`src/design/hdc_pkg.sv`:
```
`timescale 1ns / 1ps
// ----------------------------------------------------------------------------
// hdc_pkg: shared types and constants for the HTTP body dechunker
// Codes, parse phases, the request beat struct and the byte classifiers.
// ----------------------------------------------------------------------------
package hdc_pkg;

   localparam int LINE_LIMIT_DEF = 2048;
   localparam int COUNT_BITS_DEF = 32;

   localparam int CSR_INDEX_W = 8;
   localparam int CSR_DATA_W  = 31;
   localparam int LEN_W       = 31;

   localparam logic [CSR_INDEX_W-1:0] CSR_FRAMING_MODE = 8'd0;
   localparam logic [CSR_INDEX_W-1:0] CSR_BODY_LENGTH  = 8'd1;

   localparam logic [1:0] MODE_FIXED   = 2'd0;
   localparam logic [1:0] MODE_CHUNKED = 2'd1;

   localparam logic OP_BYTE  = 1'b0;
   localparam logic OP_CLOSE = 1'b1;

   localparam logic [1:0] ST_NONE     = 2'd0;
   localparam logic [1:0] ST_BODY     = 2'd1;
   localparam logic [1:0] ST_COMPLETE = 2'd2;
   localparam logic [1:0] ST_ABORT    = 2'd3;

   localparam logic [7:0] CH_LF = 8'h0A;
   localparam logic [7:0] CH_CR = 8'h0D;

   localparam logic [LEN_W-1:0] SIZE_MAX_MAG = 31'h7FFF_FFFF;

   typedef enum logic [1:0] {
      PH_LINE,
      PH_DATA,
      PH_TRAILER
   } phase_type;

   typedef enum logic [2:0] {
      PS_BLANK,
      PS_SIGN,
      PS_ZERO,
      PS_PREFIX,
      PS_DIGITS,
      PS_STOP
   } step_type;

   typedef struct packed {
      logic       op;
      logic [7:0] data;
   } req_beat_type;

   // 16 means "not a hex digit"
   function automatic logic [4:0] hex_value(input logic [7:0] b);
      logic [4:0] v;
      v = 5'd16;
      if (b inside {[8'h30:8'h39]}) begin
         v = 5'(b - 8'h30);
      end else if (b inside {[8'h61:8'h66]}) begin
         v = 5'(b - 8'h57);
      end else if (b inside {[8'h41:8'h46]}) begin
         v = 5'(b - 8'h37);
      end
      return v;
   endfunction

   function automatic logic is_blank(input logic [7:0] b);
      return b inside {8'h20, [8'h09:8'h0D]};
   endfunction

endpackage

```
`src/design/hdc_in_reg.sv`:
```
`timescale 1ns / 1ps
// ----------------------------------------------------------------------------
// hdc_in_reg: request input register
// Holds one request beat; refills in the same cycle the core takes it.
// ----------------------------------------------------------------------------
module hdc_in_reg (
   input  logic                 clock,
   input  logic                 reset,
   input  logic                 req_tvalid,
   output logic                 req_tready,
   input  hdc_pkg::req_beat_type req_beat,
   output logic                 beat_valid,
   output hdc_pkg::req_beat_type beat,
   input  logic                 beat_ready
);

   logic                  valid_ff;
   logic                  valid_in;
   hdc_pkg::req_beat_type beat_ff;

   assign req_tready = !valid_ff || beat_ready;
   assign valid_in   = req_tready ? req_tvalid : valid_ff;

   always_ff @(posedge clock) begin
      if (reset) begin
         valid_ff <= 1'b0;
      end else begin
         valid_ff <= valid_in;
      end
   end

   always_ff @(posedge clock) begin
      if (req_tvalid && req_tready) begin
         beat_ff <= req_beat;
      end
   end

   assign beat_valid = valid_ff;
   assign beat       = beat_ff;

endmodule

```
`src/design/hdc_size_parse.sv`:
```
`timescale 1ns / 1ps
// ----------------------------------------------------------------------------
// hdc_size_parse: chunk size line digit parser
// One byte of strtol-style base 16 parsing: blanks, sign, 0x, hex digits.
// ----------------------------------------------------------------------------
module hdc_size_parse (
   input  hdc_pkg::step_type             step,
   input  logic [hdc_pkg::LEN_W-1:0]     acc,
   input  logic                          negative,
   input  logic [7:0]                    rx_byte,
   output hdc_pkg::step_type             step_out,
   output logic [hdc_pkg::LEN_W-1:0]     acc_out,
   output logic                          negative_out
);

   logic [4:0]                  digit;
   logic                        is_digit;
   logic [hdc_pkg::LEN_W-1:0]   acc_add;
   logic                        lead;

   assign digit    = hdc_pkg::hex_value(rx_byte);
   assign is_digit = !digit[4];
   // saturate once another digit would pass the largest magnitude
   assign acc_add  = (acc[30:27] != 4'd0) ? hdc_pkg::SIZE_MAX_MAG : {acc[26:0], digit[3:0]};

   always_comb begin
      step_out     = step;
      acc_out      = acc;
      negative_out = negative;
      lead         = 1'b0;
      case (step)
         hdc_pkg::PS_BLANK: begin
            if (hdc_pkg::is_blank(rx_byte)) begin
               step_out = hdc_pkg::PS_BLANK;
            end else if (rx_byte == 8'h2B) begin
               step_out = hdc_pkg::PS_SIGN;
            end else if (rx_byte == 8'h2D) begin
               negative_out = 1'b1;
               step_out     = hdc_pkg::PS_SIGN;
            end else begin
               lead = 1'b1;
            end
         end
         hdc_pkg::PS_SIGN: begin
            lead = 1'b1;
         end
         hdc_pkg::PS_ZERO: begin
            if (rx_byte == 8'h78 || rx_byte == 8'h58) begin
               step_out = hdc_pkg::PS_PREFIX;
            end else if (is_digit) begin
               acc_out  = acc_add;
               step_out = hdc_pkg::PS_DIGITS;
            end else begin
               step_out = hdc_pkg::PS_STOP;
            end
         end
         hdc_pkg::PS_PREFIX, hdc_pkg::PS_DIGITS: begin
            if (is_digit) begin
               acc_out  = acc_add;
               step_out = hdc_pkg::PS_DIGITS;
            end else begin
               step_out = hdc_pkg::PS_STOP;
            end
         end
         default: begin
            step_out = step;
         end
      endcase
      if (lead) begin
         if (rx_byte == 8'h30) begin
            step_out = hdc_pkg::PS_ZERO;
         end else if (is_digit) begin
            acc_out  = acc_add;
            step_out = hdc_pkg::PS_DIGITS;
         end else begin
            step_out = hdc_pkg::PS_STOP;
         end
      end
   end

endmodule

```
`src/design/hdc_core.sv`:
```
`timescale 1ns / 1ps
// ----------------------------------------------------------------------------
// hdc_core: framing state and result register
// Config registers, body framing state, one-step update and the rsp stage.
// ----------------------------------------------------------------------------
module hdc_core #(
   parameter int LINE_LIMIT = hdc_pkg::LINE_LIMIT_DEF,
   parameter int COUNT_BITS = hdc_pkg::COUNT_BITS_DEF
) (
   input  logic                              clock,
   input  logic                              reset,
   input  logic                              beat_valid,
   input  hdc_pkg::req_beat_type             beat,
   output logic                              beat_ready,
   input  logic                              csr_valid,
   input  logic [hdc_pkg::CSR_INDEX_W-1:0]   csr_index,
   input  logic [hdc_pkg::CSR_DATA_W-1:0]    csr_data,
   output logic                              rsp_tvalid,
   input  logic                              rsp_tready,
   output logic [1:0]                        rsp_status,
   output logic [7:0]                        rsp_body_byte,
   output logic                              rsp_last_byte,
   output logic [31:0]                       rsp_bytes_consumed,
   output logic                              rsp_finished
);

   localparam int LINE_W = $clog2(LINE_LIMIT + 2);
   localparam int LEN_W  = hdc_pkg::LEN_W;

   // configuration
   logic [1:0]        mode_ff, mode_in;
   logic [LEN_W-1:0]  length_ff, length_in;
   logic              restart;

   // framing state
   hdc_pkg::phase_type phase_ff, phase_in;
   hdc_pkg::step_type  step_ff, step_in, step_p;
   logic [LEN_W-1:0]   left_ff, left_in, left_dec;
   logic [LEN_W-1:0]   acc_ff, acc_in, acc_p;
   logic [LINE_W-1:0]  len_ff, len_in, len_inc;
   logic               neg_ff, neg_in, neg_p;
   logic               skip_ff, skip_in;
   logic               fcr_ff, fcr_in;
   logic [COUNT_BITS-1:0] cnt_ff, cnt_in;
   logic               done_ff, done_in;

   // result stage
   logic        rsp_valid_ff;
   logic [1:0]  status_ff, status_c;
   logic [7:0]  body_ff, body_c;
   logic        last_ff, last_c;
   logic [31:0] count_ff;
   logic        fin_ff;

   logic fire;
   logic empty_line;
   logic line_over;
   logic is_lf;

   assign beat_ready = !rsp_valid_ff || rsp_tready;
   assign fire       = beat_valid && beat_ready;

   assign restart   = csr_valid && (csr_index == hdc_pkg::CSR_FRAMING_MODE ||
                                    csr_index == hdc_pkg::CSR_BODY_LENGTH);
   assign mode_in   = (csr_index == hdc_pkg::CSR_FRAMING_MODE) ? csr_data[1:0] : mode_ff;
   assign length_in = (csr_index == hdc_pkg::CSR_BODY_LENGTH) ? csr_data : length_ff;

   assign left_dec   = (left_ff != '0) ? left_ff - 1'b1 : left_ff;
   assign len_inc    = len_ff + 1'b1;
   assign line_over  = len_inc > LINE_W'(LINE_LIMIT);
   assign empty_line = (len_ff == '0) || (len_ff == LINE_W'(1) && fcr_ff);
   assign is_lf      = beat.data == hdc_pkg::CH_LF;

   hdc_size_parse u_size_parse (
      .step         (step_ff),
      .acc          (acc_ff),
      .negative     (neg_ff),
      .rx_byte      (beat.data),
      .step_out     (step_p),
      .acc_out      (acc_p),
      .negative_out (neg_p)
   );

   // next state
   always_comb begin
      phase_in = phase_ff;
      step_in  = step_ff;
      left_in  = left_ff;
      acc_in   = acc_ff;
      len_in   = len_ff;
      neg_in   = neg_ff;
      skip_in  = skip_ff;
      fcr_in   = fcr_ff;
      cnt_in   = cnt_ff;
      done_in  = done_ff;
      if (!done_ff) begin
         if (beat.op == hdc_pkg::OP_CLOSE) begin
            done_in = 1'b1;
         end else if (phase_ff == hdc_pkg::PH_DATA) begin
            cnt_in = cnt_ff + 1'b1;
            if (mode_ff == hdc_pkg::MODE_FIXED) begin
               left_in = left_dec;
               if (left_dec == '0) begin
                  done_in = 1'b1;
               end
            end else if (mode_ff == hdc_pkg::MODE_CHUNKED) begin
               left_in = left_dec;
               if (left_dec == '0) begin
                  phase_in = hdc_pkg::PH_LINE;
                  skip_in  = 1'b0;
                  len_in   = '0;
                  fcr_in   = 1'b0;
                  acc_in   = '0;
                  neg_in   = 1'b0;
                  step_in  = hdc_pkg::PS_BLANK;
               end
            end
         end else if (is_lf) begin
            if (phase_ff == hdc_pkg::PH_LINE) begin
               if (empty_line && !skip_ff) begin
                  // CRLF that trails the previous chunk's data
                  skip_in = 1'b1;
               end else if (!neg_ff && acc_ff != '0) begin
                  left_in  = acc_ff;
                  phase_in = hdc_pkg::PH_DATA;
                  skip_in  = 1'b0;
               end else begin
                  phase_in = hdc_pkg::PH_TRAILER;
               end
            end else if (empty_line) begin
               done_in = 1'b1;
            end
            len_in  = '0;
            fcr_in  = 1'b0;
            acc_in  = '0;
            neg_in  = 1'b0;
            step_in = hdc_pkg::PS_BLANK;
         end else begin
            if (len_ff == '0) begin
               fcr_in = beat.data == hdc_pkg::CH_CR;
            end
            len_in = len_inc;
            if (line_over) begin
               done_in = 1'b1;
            end else if (phase_ff == hdc_pkg::PH_LINE) begin
               step_in = step_p;
               acc_in  = acc_p;
               neg_in  = neg_p;
            end
         end
      end
   end

   // result of this beat
   always_comb begin
      status_c = hdc_pkg::ST_NONE;
      body_c   = 8'd0;
      last_c   = 1'b0;
      if (!done_ff) begin
         if (beat.op == hdc_pkg::OP_CLOSE) begin
            status_c = (mode_ff[1] && phase_ff == hdc_pkg::PH_DATA) ?
                       hdc_pkg::ST_COMPLETE : hdc_pkg::ST_ABORT;
         end else if (phase_ff == hdc_pkg::PH_DATA) begin
            status_c = hdc_pkg::ST_BODY;
            body_c   = beat.data;
            last_c   = (mode_ff == hdc_pkg::MODE_FIXED) && (left_dec == '0);
         end else if (is_lf) begin
            if (phase_ff == hdc_pkg::PH_TRAILER && empty_line) begin
               status_c = hdc_pkg::ST_COMPLETE;
            end
         end else if (line_over) begin
            status_c = hdc_pkg::ST_ABORT;
         end
      end
   end

   always_ff @(posedge clock) begin
      if (reset) begin
         mode_ff   <= hdc_pkg::MODE_FIXED;
         length_ff <= '0;
         phase_ff  <= hdc_pkg::PH_DATA;
         step_ff   <= hdc_pkg::PS_BLANK;
         left_ff   <= '0;
         acc_ff    <= '0;
         len_ff    <= '0;
         neg_ff    <= 1'b0;
         skip_ff   <= 1'b0;
         fcr_ff    <= 1'b0;
         cnt_ff    <= '0;
         done_ff   <= 1'b1;
      end else if (restart) begin
         mode_ff   <= mode_in;
         length_ff <= length_in;
         phase_ff  <= (mode_in == hdc_pkg::MODE_CHUNKED) ? hdc_pkg::PH_LINE : hdc_pkg::PH_DATA;
         step_ff   <= hdc_pkg::PS_BLANK;
         left_ff   <= (mode_in == hdc_pkg::MODE_FIXED) ? length_in : '0;
         acc_ff    <= '0;
         len_ff    <= '0;
         neg_ff    <= 1'b0;
         skip_ff   <= 1'b0;
         fcr_ff    <= 1'b0;
         cnt_ff    <= '0;
         done_ff   <= (mode_in == hdc_pkg::MODE_FIXED) && (length_in == '0);
      end else if (fire) begin
         phase_ff <= phase_in;
         step_ff  <= step_in;
         left_ff  <= left_in;
         acc_ff   <= acc_in;
         len_ff   <= len_in;
         neg_ff   <= neg_in;
         skip_ff  <= skip_in;
         fcr_ff   <= fcr_in;
         cnt_ff   <= cnt_in;
         done_ff  <= done_in;
      end
   end

   always_ff @(posedge clock) begin
      if (reset) begin
         rsp_valid_ff <= 1'b0;
      end else if (fire) begin
         rsp_valid_ff <= 1'b1;
      end else if (rsp_tready) begin
         rsp_valid_ff <= 1'b0;
      end
   end

   always_ff @(posedge clock) begin
      if (fire) begin
         status_ff <= status_c;
         body_ff   <= body_c;
         last_ff   <= last_c;
         count_ff  <= 32'(cnt_in);
         fin_ff    <= done_in;
      end
   end

   assign rsp_tvalid         = rsp_valid_ff;
   assign rsp_status         = status_ff;
   assign rsp_body_byte      = body_ff;
   assign rsp_last_byte      = last_ff;
   assign rsp_bytes_consumed = count_ff;
   assign rsp_finished       = fin_ff;

endmodule

```
`src/design/http_body_dechunker_top.sv`:
```
`timescale 1ns / 1ps
// ----------------------------------------------------------------------------
// http_body_dechunker_top: HTTP response body framer
// Delimits a body by fixed length, chunked coding or connection close.
// ----------------------------------------------------------------------------
//  channel | dir | handshake            | payload
//  req     | in  | req_tvalid/tready    | tdata: rx_byte; tuser: operation
//  rsp     | out | rsp_tvalid/tready    | tdata: body_byte, bytes_consumed;
//          |     |                      | tuser: status, finished; tlast
//  csr     | in  | csr_valid/csr_ready  | csr_index, csr_data
//
// One beat per cycle sustained while rsp is ready; each beat passes the input
// register, then the framing update into the result register.
// Reset leaves fixed-length mode with length zero, so the body reads as
// finished until a register write restarts framing. csr_ready is always high.
// A stalled rsp holds its beat; the input register takes one more beat,
// then req_tready drops until rsp drains.
module http_body_dechunker_top #(
   parameter int LINE_LIMIT = hdc_pkg::LINE_LIMIT_DEF,
   parameter int COUNT_BITS = hdc_pkg::COUNT_BITS_DEF
) (
   input  logic                            clock,
   input  logic                            reset,
   input  logic                            req_tvalid,
   output logic                            req_tready,
   input  logic [7:0]                      req_tdata,  // [7:0] rx_byte
   input  logic                            req_tuser,  // [0] operation
   output logic                            rsp_tvalid,
   input  logic                            rsp_tready,
   output logic [39:0]                     rsp_tdata,  // [7:0] body_byte, [39:8] bytes_consumed
   output logic [2:0]                      rsp_tuser,  // [1:0] status, [2] finished
   output logic                            rsp_tlast,
   input  logic                            csr_valid,
   output logic                            csr_ready,
   input  logic [hdc_pkg::CSR_INDEX_W-1:0] csr_index,
   input  logic [hdc_pkg::CSR_DATA_W-1:0]  csr_data
);

   hdc_pkg::req_beat_type req_beat;
   hdc_pkg::req_beat_type beat;
   logic                  beat_valid;
   logic                  beat_ready;
   logic [1:0]            status;
   logic [7:0]            body_byte;
   logic [31:0]           bytes_consumed;
   logic                  finished;

   assign req_beat.op   = req_tuser;
   assign req_beat.data = req_tdata;
   assign csr_ready     = 1'b1;

   hdc_in_reg u_in_reg (
      .clock      (clock),
      .reset      (reset),
      .req_tvalid (req_tvalid),
      .req_tready (req_tready),
      .req_beat   (req_beat),
      .beat_valid (beat_valid),
      .beat       (beat),
      .beat_ready (beat_ready)
   );

   hdc_core #(
      .LINE_LIMIT (LINE_LIMIT),
      .COUNT_BITS (COUNT_BITS)
   ) u_core (
      .clock              (clock),
      .reset              (reset),
      .beat_valid         (beat_valid),
      .beat               (beat),
      .beat_ready         (beat_ready),
      .csr_valid          (csr_valid),
      .csr_index          (csr_index),
      .csr_data           (csr_data),
      .rsp_tvalid         (rsp_tvalid),
      .rsp_tready         (rsp_tready),
      .rsp_status         (status),
      .rsp_body_byte      (body_byte),
      .rsp_last_byte      (rsp_tlast),
      .rsp_bytes_consumed (bytes_consumed),
      .rsp_finished       (finished)
   );

   assign rsp_tdata = {bytes_consumed, body_byte};
   assign rsp_tuser = {finished, status};

endmodule

```
`config.mk`:
```
export PLATFORM = sky130hd
export DESIGN_NAME = http_body_dechunker_top
export DESIGN_NICKNAME = d
export VERILOG_FILES = /design/src/design/hdc_pkg.sv /design/src/design/hdc_in_reg.sv /design/src/design/hdc_size_parse.sv /design/src/design/hdc_core.sv /design/src/design/http_body_dechunker_top.sv
export SDC_FILE = /design/constraint.sdc
export NUM_CORES = 1
export LEC_CHECK = 0
export BUFFER_PORTS_ARGS = -buffer_cell sky130_fd_sc_hd__buf_2
export CORE_AREA = 3 3 148 150
export DETAILED_ROUTE_END_ITERATION = 7
export DIE_AREA = 0 0 151 153
export HOLD_SLACK_MARGIN = 0.06
export PLACE_DENSITY = 0.76
export REMOVE_ABC_BUFFERS = 1
export SLEW_MARGIN = 30
export SYNTH_ARGS = -nofsm -noshare
export SYNTH_HDL_FRONTEND = slang
export SYNTH_SLANG_ARGS = --single-unit
```
`constraint.sdc`:
```
create_clock -name clock -period 3.6 [get_ports clock]
set_input_delay 0.18 -clock clock [delete_from_list [all_inputs] [get_ports clock]]
set_output_delay 0.18 -clock clock [all_outputs]
set_load 0.02 [all_outputs]
```
==> results of run 1 <==
==> metrics by stage <==
step	total power, mW	setup slack (ns)
2_1_floorplan	2.70	-2.85
3_3_place_gp	2.90	0.115
3_5_place_dp	2.91	0.0520
4_1_cts	5.14	0.0683
5_1_grt	5.28	-0.00477
6_report	5.11	0.163
==> state kept, by name, indices dropped and copies added, names as in the netlist, 2 cells and up <==
signal / flops
u_core.step_ff: 3
u_core.left_ff: 31
u_core.rsp_body_byte: 8
u_core.length_ff: 31
u_in_reg.beat: 9
u_core.phase_ff: 2
u_core.rsp_bytes_consumed: 32
u_core.len_ff: 12
u_core.rsp_status: 2
u_core.mode_ff: 2
u_core.cnt_ff: 32
u_core.acc_ff: 31
==> cells in the final DEF (no fill, tap or decap), types with 7 or more instances in the layout <==
cell type                       instances
sky130_fd_sc_hd__nand3_1               43
sky130_fd_sc_hd__nor3b_1                7
sky130_fd_sc_hd__or2_2                 10
sky130_fd_sc_hd__buf_4                 80
sky130_fd_sc_hd__xor2_1                37
sky130_fd_sc_hd__dfxtp_1              149
sky130_fd_sc_hd__clkbuf_16             23
sky130_fd_sc_hd__mux2i_1               59
sky130_fd_sc_hd__a31oi_1               16
sky130_fd_sc_hd__xnor2_1               37
sky130_fd_sc_hd__nand2_1               97
sky130_fd_sc_hd__or3_1                 17
sky130_fd_sc_hd__nor2_1               189
sky130_fd_sc_hd__dlygate4sd3_1         38
sky130_fd_sc_hd__edfxtp_1              53
sky130_fd_sc_hd__and2_1                13
sky130_fd_sc_hd__inv_1                 30
sky130_fd_sc_hd__nand4_1               33
sky130_fd_sc_hd__ha_1                  10
sky130_fd_sc_hd__a21oi_1               56
sky130_fd_sc_hd__a2111oi_0              7
sky130_fd_sc_hd__or4_1                 11
sky130_fd_sc_hd__buf_2                 98
sky130_fd_sc_hd__o21ai_0               65
sky130_fd_sc_hd__and3_1                12
sky130_fd_sc_hd__nor4_1                28
sky130_fd_sc_hd__o31ai_1                8
sky130_fd_sc_hd__a211oi_1              35
sky130_fd_sc_hd__o22ai_1               26
sky130_fd_sc_hd__nand2b_1               9
sky130_fd_sc_hd__nor3_1                37
sky130_fd_sc_hd__o221ai_1              12
==> metal layers <==
layer  vias to the layer above  track usage, %  part of all wire [%]
li1                       5100               -                     -
met1                      5127            39.6                    43
met2                       437            45.6                    47
met3                        72            4.06                   6.4
met4                         0            8.85                   3.1
met5                         -               0                     0
==> worst min-delay path, stage by stage <==
cell                      delay (ns)
sky130_fd_sc_hd__buf_2          0.13
sky130_fd_sc_hd__nor2_1         0.11
sky130_fd_sc_hd__nand3_1        0.09
sky130_fd_sc_hd__a21oi_1        0.05
==> power breakdown <==
part           switching [mW]  total, mW  internal, mW
registers              0.0216       2.39          2.37
clock network           0.928       2.20          1.27
logic                   0.298      0.512         0.214
==> area by class of cell <==
| cell class | count | area share [%] |
|---|---|---|
| Inverter | 32 | 0.891 |
| Tap cell | 275 | 2.55 |
| Sequential cell | 203 | 34.1 |
| Timing Repair Buffer | 219 | 11.3 |
| Multi-Input combinational cell | 982 | 45.9 |
| Clock inverter | 7 | 0.353 |
| Clock buffer | 32 | 4.89 |
==> path summary, 6_finish.rpt <==
| kind | from | endpoint | slack, ns | cells after the start |
|---|---|---|---|---|
| hold / removal | csr_index[0] | u_core.mode_ff[0] | 0.09 | 4 |
| setup / recovery | u_core.left_ff[15] | u_core.acc_ff[1] | 0.16 | 10 |
| setup reg to reg | u_core.left_ff[15] | u_core.acc_ff[1] | 0.16 | 10 |
| hold reg to reg | u_core.neg_ff | u_core.neg_ff | 0.47 | 2 |
==> kinds of logic (layout without fill, tap and decap cells) <==
| family | after synthesis | count (layout) | share of synthesized area [%] |
|---|---|---|---|
| simple gates | 550 | 550 | 25.0 |
| compound gates | 286 | 286 | 17.0 |
| flops | 203 | 203 | 41.2 |
| buf+inv | 122 | 290 | 4.43 |
| xor+xnor | 74 | 74 | 5.81 |
| mux | 60 | 60 | 5.39 |
| fa+ha+maj | 11 | 11 | 1.23 |
| other cells | 1 | 1 | 0.0336 |
==> what timing repair did <==
| item | CTS | global route |
|---|---|---|
| setup endpoints to repair | 0 | 45 |
| hold endpoints to repair | 37 | 0 |
| gates resized for setup | 0 | 21 |
| hold buffers | 38 | 0 |
==> Implementation_results.wiki, run 1 <==
{| class="wikitable"
! Metric !! Value
|-
| CTS buffer count || 22
|-
| Maximum number of pins on one net before global-route repair || 69
|-
| Number of nets at the end of the flow || 1524
|-
| Fmax || 291 MHz
|-
| Outcome || finished clean
|-
| Most frequent cells after synthesis || sky130_fd_sc_hd__nor2_1 (189), sky130_fd_sc_hd__dfxtp_1 (150), sky130_fd_sc_hd__nand2_1 (98)
|-
| Post-DP HPWL || 23000 um
|-
| Worst hold margin || 0.0928 ns
|-
| CTS Root Cell || sky130_fd_sc_hd__clkbuf_16
|-
| Startpoint-to-endpoint class of the critical path || flip-flop to flip-flop
|-
| Fin crit share || 95.5%
|-
| Crit-path cells || buf_4 > nor4_4 > nand3_1 > or2_2 > or4_1 > xnor2_1 > or4_1 > buf_4 > a21o_2 > a221oi_1
|-
| Clock period minus worst slack || 3.44 ns
|-
| DRC violations left || 0
|-
| Post-synthesis area per instance || 8.54 sq um
|-
| Clock network latency to the later pin of the worst-skew pair || 0.52 ns
|-
| Drt first pass iters || 5
|-
| Fill cell total of the finished layout || 1762
|-
| Pins over their slew limit || 0
|-
| Dominant cell type by area after synthesis || sky130_fd_sc_hd__dfxtp_1
|-
| Multi-input gate area in the final layout || 6190 sq um
|-
| Buffers inserted by post-CTS timing repair || 0
|-
| CP Launch Type || flip-flop
|-
| Total clock sinks || 203
|-
| Peak supply drop || 404 uV
|-
| Share of Yosys cell area claimed by the top area cell type || 26.9%
|-
| Full die area || 23100 sq um
|-
| Final weighted congestion in routability-driven placement || 0.936
|-
| Total negative slack || 0 ns
|-
| Initial DRC count || 1038
|-
| Largest delay contributor family on the critical path || simple AND/OR/NAND/NOR gates
|-
| Routed Antenna Nets || 0
|-
| Critical path buffer and inverter count || 2
|-
| Largest driver fanout on the critical path || 12
|-
| Antenna diode instance count || 0
|-
| Power Dens Cells || 379 nW/um^2
|-
| Distinct cells, synth || 79
|-
| Number of I/O port buffers || 98
|-
| Critical path required time || 4.02 ns
|-
| Placed cell count || 1673
|-
| TritonCTS clock tree || built
|-
| Number of synthesis warnings || 0
|-
| Post-route non-filler standard cell count || 1750
|-
| Maximum single-stage delay on the critical path || 0.51 ns
|-
| Arrival time of the worst setup path || 3.86 ns
|-
| I/O pin count || 100
|-
| Gate count after technology mapping || 1307
|-
| Largest cells by area after synthesis || sky130_fd_sc_hd__dfxtp_1 (27%), sky130_fd_sc_hd__edfxtp_1 (14%), sky130_fd_sc_hd__nor2_1 (6.4%)
|-
| Summed instance area of the synthesized netlist || 11200 sq um
|-
| Global-route wire length before repair || 53800 um
|-
| Area of the core || 20800 sq um
|-
| Setup violations, final || 0
|-
| Crit. End Element || flip-flop
|-
| Global-route usage over all layers || 28.4%
|-
| Final Hold Vio Count || 0
|-
| Placement Cell Area || 12300 sq um
|-
| # H-tree levels || 1
|-
| Die width || 151 um
|-
| Aggregate routed wire length || 33500 um
|-
| Max Cap Violations || 0
|-
| Overall via count from detail_route || 10736
|-
| Top_reg_cell synth || sky130_fd_sc_hd__dfxtp_1
|-
| Utilization of the core after routing || 64.7%
|-
| Portion of the post-synthesis area used by sequential elements || 41.2%
|-
| Initial core utilization || 53.6%
|-
| Area grow syn2layout || 20.8%
|-
| Clock-pin slew of the registers on the worst-case setup and hold paths || 0.07 ns
|-
| Total global routing overflow || 0
|-
| Buffer levels on the longest clock path || 3
|-
| EDFF count, synth || 53
|-
| Slew at the pin closest to its max-slew limit || 0.915 ns
|-
| Fraction of synthesis flops using an asynchronous set or reset pin || 0%
|-
| Average wire per cell in the routed design || 19.2 um
|-
| Post-Route Skew || 0.0139 ns
|-
| Crit path max-delay cell type || sky130_fd_sc_hd__or4_1
|-
| Via count of the first global-routing pass || 10170
|-
| Vertical die dimension || 153 um
|-
| Fraction of final layout cells with drive strength greater than 1 || 18.0%
|-
| Worst-case headroom to the max-slew limit || 38.8%
|-
| Row count || 53
|-
| Number of antenna violations at the first check in global routing || 0
|-
| Register bit total from synthesis || 203
|-
| Finished Cell Area || 13500 sq um
|-
| Via-per-instance ratio || 6.13
|-
| Flip-flop and latch area || 4600 sq um
|-
| Hold/Removal Path Class || input pin to flip-flop
|-
| Library cell with the highest instance count after synthesis || sky130_fd_sc_hd__nor2_1
|-
| Static leakage || 5.36 nW
|}
(Power assumes the default switching activity.)
==> inputs of run 2 (changes only) <==
- ABC_AREA: unset -> 1
- CORE_AREA: 3 3 148 150 -> 3 3 158 160
- CTS_BUF_LIST: unset -> sky130_fd_sc_hd__clkbuf_2 sky130_fd_sc_hd__clkbuf_4 sky130_fd_sc_hd__clkbuf_8
- DIE_AREA: 0 0 151 153 -> 0 0 161 163
==> run 2 against run 1 <==
Net effect: core utilization fell by 2.6 points; cell count rose by 40%; critical path depth rose by 5; via count rose by 28%; total power rose by 15%; synthesized cell count rose by 55%; non-clock buffer count fell by 77; largest power group unchanged; setup slack improved by 0.19 ns; global-route usage rose by 2.0 points; clock-buffer cell count rose by 24; first-iteration DRC count rose by 31%.
==> Implementation_results.wiki, run 2 <==
{| class="wikitable"
! Metric !! Value
|-
| Outcome || finished clean
|-
| EDFF count, synth || 53 (unchanged)
|-
| Via count of the first global-routing pass || 12525 (+23%)
|-
| Global-route usage over all layers || 30.4% (+2.0 points)
|-
| Buffers inserted by post-CTS timing repair || 0 (unchanged)
|-
| Register bit total from synthesis || 203 (unchanged)
|-
| Slew at the pin closest to its max-slew limit || 0.691 ns (-0.223 ns)
|-
| Row count || 56 (+5.7%)
|-
| Routed Antenna Nets || 0 (unchanged)
|-
| Hold/Removal Path Class || input pin to flip-flop
|-
| Fraction of synthesis flops using an asynchronous set or reset pin || 0% (unchanged)
|-
| Crit-path cells || inv_1 > ha_1 > nand2_1 > nor2_4 > nand4_4 > nand2_1 > nand2_1 > nor2_1 > and2_1 > nand3_2 > nand2_4 > nand3_2 > buf_4 > nand2_1 > a21oi_1
|-
| Fin crit share || 90.3% (-5.1 points)
|-
| Number of antenna violations at the first check in global routing || 0 (unchanged)
|-
| Count of cells along the worst hold path || 5 (+1)
|-
| Pins over their slew limit || 0 (unchanged)
|-
| Peak supply drop || 294 uV (-27%)
|-
| Portion of the post-synthesis area used by sequential elements || 35.3% (-5.8 points)
|-
| Worst-case hold path end point || u_core.length_ff[23]
|-
| TritonCTS clock tree || built
|-
| CTS buffer count || 37 (+68%)
|-
| Critical path required time || 4.00 ns (-0.02 ns)
|-
| Total negative slack || 0 ns (unchanged)
|-
| Post-DP HPWL || 29200 um (+27%)
|-
| Die width || 161 um (+6.6%)
|-
| Aggregate routed wire length || 40900 um (+22%)
|-
| Vertical die dimension || 163 um (+6.5%)
|-
| Top_reg_cell synth || sky130_fd_sc_hd__dfxtp_1
|-
| Post-synthesis area per instance || 6.43 sq um (-25%)
|-
| Library cell with the highest instance count after synthesis || sky130_fd_sc_hd__nand2_1
|-
| Static leakage || 6.77 nW (+26%)
|-
| Initial core utilization || 55.2% (+1.6 points)
|-
| Arrival time of the worst setup path || 3.65 ns (-0.21 ns)
|-
| Area grow syn2layout || 12.6%
|-
| Number of I/O port buffers || 98 (unchanged)
|-
| Clock network latency to the later pin of the worst-skew pair || 0.54 ns (+0.02 ns)
|-
| Initial DRC count || 1364 (+31%)
|-
| Buffer levels on the longest clock path || 3 (unchanged)
|-
| Dominant cell type by area after synthesis || sky130_fd_sc_hd__dfxtp_1
|-
| Fmax || 307 MHz (+5.7%)
|-
| Origin of the worst min-delay path || csr_data[23]
|-
| Global-route wire length before repair || 65200 um (+21%)
|-
| Max Cap Violations || 0 (unchanged)
|-
| Post-route non-filler standard cell count || 2446 (+40%)
|-
| Clock period minus worst slack || 3.25 ns (-0.185 ns)
|-
| Largest driver fanout on the critical path || 33 (+21)
|-
| Minimum setup slack among reg-to-reg paths || 0.35 ns (+0.19 ns)
|-
| Most frequent cells after synthesis || sky130_fd_sc_hd__nand2_1 (480), sky130_fd_sc_hd__nor2_1 (262), sky130_fd_sc_hd__inv_1 (240)
|-
| DRC violations left || 0 (unchanged)
|-
| Setup violations, final || 0 (unchanged)
|-
| Clock-pin slew of the registers on the worst-case setup and hold paths || 0.07 ns (about the same)
|-
| Area of the core || 23500 sq um (+13%)
|-
| Total Power Consumption || 5.86 mW (+15%)
|-
| Final weighted congestion in routability-driven placement || 0.989 (+5.7%)
|-
| Worst setup timing slack at the placement stage || 0.419 ns (+0.367 ns)
|-
| Origin of the critical flop-to-flop path || u_core.left_ff[0]
|-
| Via-per-instance ratio || 5.62 (-8.4%)
|-
| Maximum number of pins on one net before global-route repair || 68 (-1.4%)
|-
| Most frequent CP cell || sky130_fd_sc_hd__nand2_1
|-
| CTS Root Cell || sky130_fd_sc_hd__clkbuf_8
|-
| Finished Cell Area || 14600 sq um (+8.5%)
|-
| Overall via count from detail_route || 13742 (+28%)
|-
| Drt first pass iters || 6 (+1)
|-
| Power Dens Cells || 401 nW/um^2 (+5.8%)
|-
| Number of nets at the end of the flow || 2164 (+42%)
|-
| Summed instance area of the synthesized netlist || 13000 sq um (+16%)
|-
| Most frequent cells in the layout || sky130_fd_sc_hd__nand2_1 (480), sky130_fd_sc_hd__nor2_1 (260), sky130_fd_sc_hd__inv_1 (238)
|-
| FF-to-FF path depth || 15 (+5)
|-
| Worst-case headroom to the max-slew limit || 53.8% (+15 points)
|-
| Distinct cells, synth || 47 (-41%)
|-
| Final Hold Vio Count || 0 (unchanged)
|-
| Setup slack after layout || 0.348 ns (+0.185 ns)
|-
| Antenna diode instance count || 0 (unchanged)
|-
| Fill cell total of the finished layout || 2280 (+29%)
|-
| I/O pin count || 100 (unchanged)
|-
| Total clock sinks || 203 (unchanged)
|-
| Startpoint-to-endpoint class of the critical path || flip-flop to flip-flop
|-
| CP Launch Type || flip-flop
|-
| Placement Cell Area || 13700 sq um (+12%)
|-
| Share of Yosys cell area claimed by the top area cell type || 23.1% (-3.8 points)
|-
| Crit path max-delay cell type || sky130_fd_sc_hd__nand4_4
|-
| Full die area || 26200 sq um (+14%)
|-
| Fraction of final layout cells with drive strength greater than 1 || 11.5% (-6.5 points)
|-
| Crit. End Element || flip-flop
|-
| Post-Route Skew || 0.0294 ns (+0.0155 ns)
|-
| Number of synthesis warnings || 0 (unchanged)
|-
| Placed cell count || 2368 (+42%)
|-
| R2R Path End || u_core.acc_ff[5]
|-
| Average wire per cell in the routed design || 16.7 um (-13%)
|-
| Total global routing overflow || 0 (unchanged)
|-
| Maximum single-stage delay on the critical path || 0.41 ns (-0.10 ns)
|-
| Gate count after technology mapping || 2020 (+55%)
|-
| Largest cells by area after synthesis || sky130_fd_sc_hd__dfxtp_1 (23%), sky130_fd_sc_hd__nand2_1 (14%), sky130_fd_sc_hd__edfxtp_1 (12%)
|-
| Setup repair after global routing missed its margin || false
|-
| # H-tree levels || 2 (+1)
|-
| Most common cell after layout, fill and taps aside || sky130_fd_sc_hd__nand2_1
|}
-- run 2: kinds of logic after synthesis --
family,Yosys count,share of synthesized area [%]
AO/OA/AOI/OAI,392,16.4
XOR/XNOR,44,2.96
adder cells (fa/ha/maj),11,1.06
buffers and inverters,345,10.5
flip-flops,203,35.3
other,1,0.0289
AND/OR/NAND/NOR,1024,33.7
-- run 2: per-stage QoR --
stage	util, %	hold WS [ns]
after global placement	58.3	0.358
after detailed placement	58.3	0.359
after floorplan	-	0.249
after CTS	62.1	0.0658
final	62.1	0.0771
after global routing	62.1	0.107
-- run 2: repair_timing --
item	in CTS	in global routing
gates resized for setup	0	0
setup endpoints to repair	0	0
hold buffers	12	0
endpoints found under the hold margin	11	0
-- run 2: report_power, final --
group / switching, mW / leakage (nW) / internal (mW) / total, mW
logic: 0.746 / 4.64 / 0.334 / 1.08
clock network: 1.02 / 0.410 / 1.30 / 2.32
registers: 0.0488 / 1.72 / 2.42 / 2.46
-- run 2: critical path: cells and delay by family (launching register included) --
kind / cells / cell delay, ns
AOI/OAI and AO/OA: 1 / 0.07
adders and majority gates: 1 / 0.21
buffers and inverters: 2 / 0.52
DFF: 1 / 0.32
and+or+nand+nor: 11 / 1.93
-- run 2: worst max path at each step --
stage                            start                  to  slack (ns)  cells past startpoint
floorplan           u_core.phase_ff[0]  u_core.left_ff[30]       -1.94                      9
global placement     u_core.left_ff[0]   u_core.acc_ff[17]        0.51                     16
detailed placement   u_core.left_ff[0]    u_core.acc_ff[5]        0.42                     15
CTS                  u_core.left_ff[0]    u_core.acc_ff[5]        0.39                     15
global route         u_core.left_ff[0]    u_core.acc_ff[5]        0.07                     16
finish               u_core.left_ff[0]    u_core.acc_ff[5]        0.35                     15
-- run 2: routing by layer --
layer,vias to the layer above,wire length (um),track usage (%)
li1,6754,-,-
met1,6312,18200,43.7
met2,604,18300,48.6
met3,72,3530,3.99
met4,0,897,8.10
met5,-,0,0
-- run 2: area by class of cell --
cell class / count / area [sq um] / area share, %
clock buffer: 56 / 733 / 5.01
clock inverter: 10 / 55.1 / 0.376
inverter: 244 / 916 / 6.26
multi-input combinational: 1472 / 7040 / 48.1
sequential: 203 / 4590 / 31.4
tap: 319 / 399 / 2.73
timing repair buffer: 142 / 888 / 6.07
==> inputs of run 3 (changes only) <==
- CORE_AREA: 3 3 158 160 -> 3 3 203 225
- DIE_AREA: 0 0 161 163 -> 0 0 206 228
- PLACE_DENSITY: 0.76 -> unset
==> run 3 against run 2 <==
Net effect: flip-flop and latch count is the same; sequential power is essentially flat; cell count grew 11%; via count shrank 0.71%; critical endpoint is now u_core.acc_ff[29].
==> Implementation_results.wiki, run 3 (synthesis results as in run 2) <==
{| class="wikitable"
! Metric !! Value
|-
| Post-Route Skew || 0.0299 ns (+0.000495 ns)
|-
| Initial core utilization || 29.9% (-25 points)
|-
| Total clock sinks || 203 (unchanged)
|-
| Max Cap Violations || 0 (unchanged)
|-
| Total global routing overflow || 0 (unchanged)
|-
| TritonCTS clock tree || built
|-
| Crit-path cells || inv_1 > ha_1 > nand2_1 > nor2_4 > nand4_4 > nand2_1 > nand2_1 > nor2_1 > and2_1 > nand3_2 > o21ai_4 > buf_12 > nand3_1 > a21oi_1
|-
| CP Launch Type || flip-flop
|-
| Highest metal layer with signal wires || met4
|-
| DRC violations left || 0 (unchanged)
|-
| Fmax || 296 MHz (-3.6%)
|-
| Largest delay contributor family on the critical path || simple AND/OR/NAND/NOR gates
|-
| WL met1 || 18800 um (+3.4%)
|-
| Crit path max-delay cell type || sky130_fd_sc_hd__o21ai_4
|-
| Crit. End Element || flip-flop
|-
| Final Hold Vio Count || 0 (unchanged)
|-
| Clock network latency to the later pin of the worst-skew pair || 0.56 ns (+0.02 ns)
|-
| Hold/Removal Path Class || input pin to flip-flop
|-
| Drt first pass iters || 5 (-1)
|-
| Initial DRC count || 973 (-29%)
|-
| Outcome || finished clean
|-
| Via count of the first global-routing pass || 12626 (+0.81%)
|-
| Slew at the pin closest to its max-slew limit || 0.648 ns (-0.0433 ns)
|-
| Clock period minus worst slack || 3.37 ns (+0.122 ns)
|-
| Worst-case headroom to the max-slew limit || 56.5% (+2.7 points)
|-
| Total negative slack || 0 ns (unchanged)
|-
| Global-route usage over all layers || 17.5% (-13 points)
|-
| Final weighted congestion in routability-driven placement || 0.949 (-4.0%)
|-
| Aggregate routed wire length || 43100 um (+5.3%)
|-
| Row count || 80 (+43%)
|-
| # H-tree levels || 2 (unchanged)
|-
| Overall via count from detail_route || 13644 (-0.71%)
|-
| Post-DP HPWL || 31200 um (+7.0%)
|-
| Static leakage || 6.80 nW (+0.41%)
|-
| Most frequent CP cell || sky130_fd_sc_hd__nand2_1
|-
| Fraction of final layout cells with drive strength greater than 1 || 11.6% (+0.072 points)
|-
| Area grow syn2layout || 15.4%
|-
| Worst hold margin || 0.0869 ns (+0.00978 ns)
|-
| Number of nets at the end of the flow || 2169 (+0.23%)
|-
| Buffers inserted by post-CTS timing repair || 0 (unchanged)
|-
| Setup violations, final || 0 (unchanged)
|-
| Setup repair after global routing missed its margin || false
|-
| Area of the core || 43400 sq um (+85%)
|-
| Via-per-instance ratio || 5.04 (-10%)
|-
| Peak supply drop || 206 uV (-30%)
|-
| Largest driver fanout on the critical path || 31 (-6.1%)
|-
| Number of gates resized after cts || 0 (unchanged)
|-
| Wire length on met3 || 2010 um (-43%)
|-
| Pins over their slew limit || 0 (unchanged)
|-
| Maximum single-stage delay on the critical path || 0.36 ns (-0.05 ns)
|-
| Met2 WL || 20900 um (+14%)
|-
| Number of I/O port buffers || 98 (unchanged)
|-
| Number of antenna violations at the first check in global routing || 1 (+1)
|-
| Buffer levels on the longest clock path || 3 (unchanged)
|-
| Clock-pin slew of the registers on the worst-case setup and hold paths || 0.06 ns (about the same)
|-
| Critical path buffer and inverter count || 2 (unchanged)
|-
| CTS Root Cell || sky130_fd_sc_hd__clkbuf_8
|-
| Startpoint-to-endpoint class of the critical path || flip-flop to flip-flop
|-
| Die width || 206 um (+28%)
|-
| Full die area || 47000 sq um (+79%)
|-
| I/O pin count || 100 (unchanged)
|-
| Routed Antenna Nets || 0 (unchanged)
|-
| Vertical die dimension || 228 um (+40%)
|-
| Most frequent cells in the layout || sky130_fd_sc_hd__nand2_1 (480), sky130_fd_sc_hd__nor2_1 (260), sky130_fd_sc_hd__inv_1 (238)
|-
| Global-route wire length before repair || 67400 um (+3.4%)
|-
| Average wire per cell in the routed design || 15.9 um (-4.8%)
|-
| Power Dens Cells || 397 nW/um^2 (-1.0%)
|-
| Maximum number of pins on one net before global-route repair || 63 (-7.4%)
|-
| CTS buffer count || 37 (unchanged)
|-
| Most common cell after layout, fill and taps aside || sky130_fd_sc_hd__nand2_1
|-
| Fin crit share || 93.7% (+3.4 points)
|-
| Arrival time of the worst setup path || 3.83 ns (+0.18 ns)
|-
| Critical path required time || 4.06 ns (+0.06 ns)
|}
[run 3: cell types whose count changed in the layout (fill, tap and decap cells not counted), moves of 2 or more]
| cell | delta |
|---|---|
| sky130_fd_sc_hd__dlygate4sd3_1 | +2 |
| sky130_fd_sc_hd__clkinvlp_4 | -2 |
| sky130_fd_sc_hd__clkbuf_8 | -9 |
| sky130_fd_sc_hd__clkinv_2 | +3 |
| sky130_fd_sc_hd__buf_4 | +2 |
| sky130_fd_sc_hd__clkbuf_4 | +2 |
| sky130_fd_sc_hd__bufinv_16 | +3 |
[run 3: worst paths after layout]
check | from | endpoint | slack, ns | cells past startpoint
setup / recovery | u_core.left_ff[0] | u_core.acc_ff[29] | 0.23 | 14
hold / removal | csr_data[23] | u_core.length_ff[23] | 0.09 | 5
setup reg to reg | u_core.left_ff[0] | u_core.acc_ff[29] | 0.23 | 14
hold reg to reg | u_core.length_ff[28] | u_core.length_ff[28] | 0.47 | 2
[run 3: layer usage]
metal / up-vias / track usage (%)
met4: 0 / 6.00
met1: 6384 / 22.7
met2: 396 / 30.2
met3: 78 / 1.90
li1: 6786 / -
met5: - / 0
[run 3: timing repair]
action,in CTS,in global routing
hold buffers,14,0
hold endpoints to repair,13,0
endpoints found under the setup margin,0,28
[run 3: tightest hold or removal path: cells and delay by family]
family / cells / cell delay, ns
AOI/OAI and AO/OA: 2 / 0.12
buffers and inverters: 1 / 0.10
and+or+nand+nor: 2 / 0.19
[run 3: metrics by stage]
| stage | worst slack, ns | area, sq um | util (%) | total power, mW | cells |
|---|---|---|---|---|---|
| final | 0.226 | 15000 | 34.5 | 5.95 | 2706 |
| after floorplan | -1.94 | 12500 | - | 3.21 | 1919 |
| after CTS | 0.180 | 15000 | 34.5 | 5.99 | 2704 |
| after detailed placement | 0.241 | 14100 | 32.4 | 3.55 | 2625 |
| after global placement | 0.321 | 14100 | 32.4 | 3.54 | 2625 |
| after global routing | 0.0386 | 15000 | 34.5 | 6.23 | 2706 |
[run 3: power breakdown]
group	internal [mW]	leakage (nW)	switching, mW	total, mW
logic	0.339	4.66	0.742	1.08
clock network	1.36	0.419	1.04	2.40
registers	2.42	1.72	0.0518	2.47
[run 3: area by class of cell]
class	instances	area [sq um]
Antenna cell	1	2.50
Clock buffer	49	624
Clock inverter	16	165
Fill cell	4708	28400
Inverter	244	916
Multi-Input combinational cell	1473	7060
Sequential cell	203	4590
Tap cell	574	718
Timing Repair Buffer	146	923
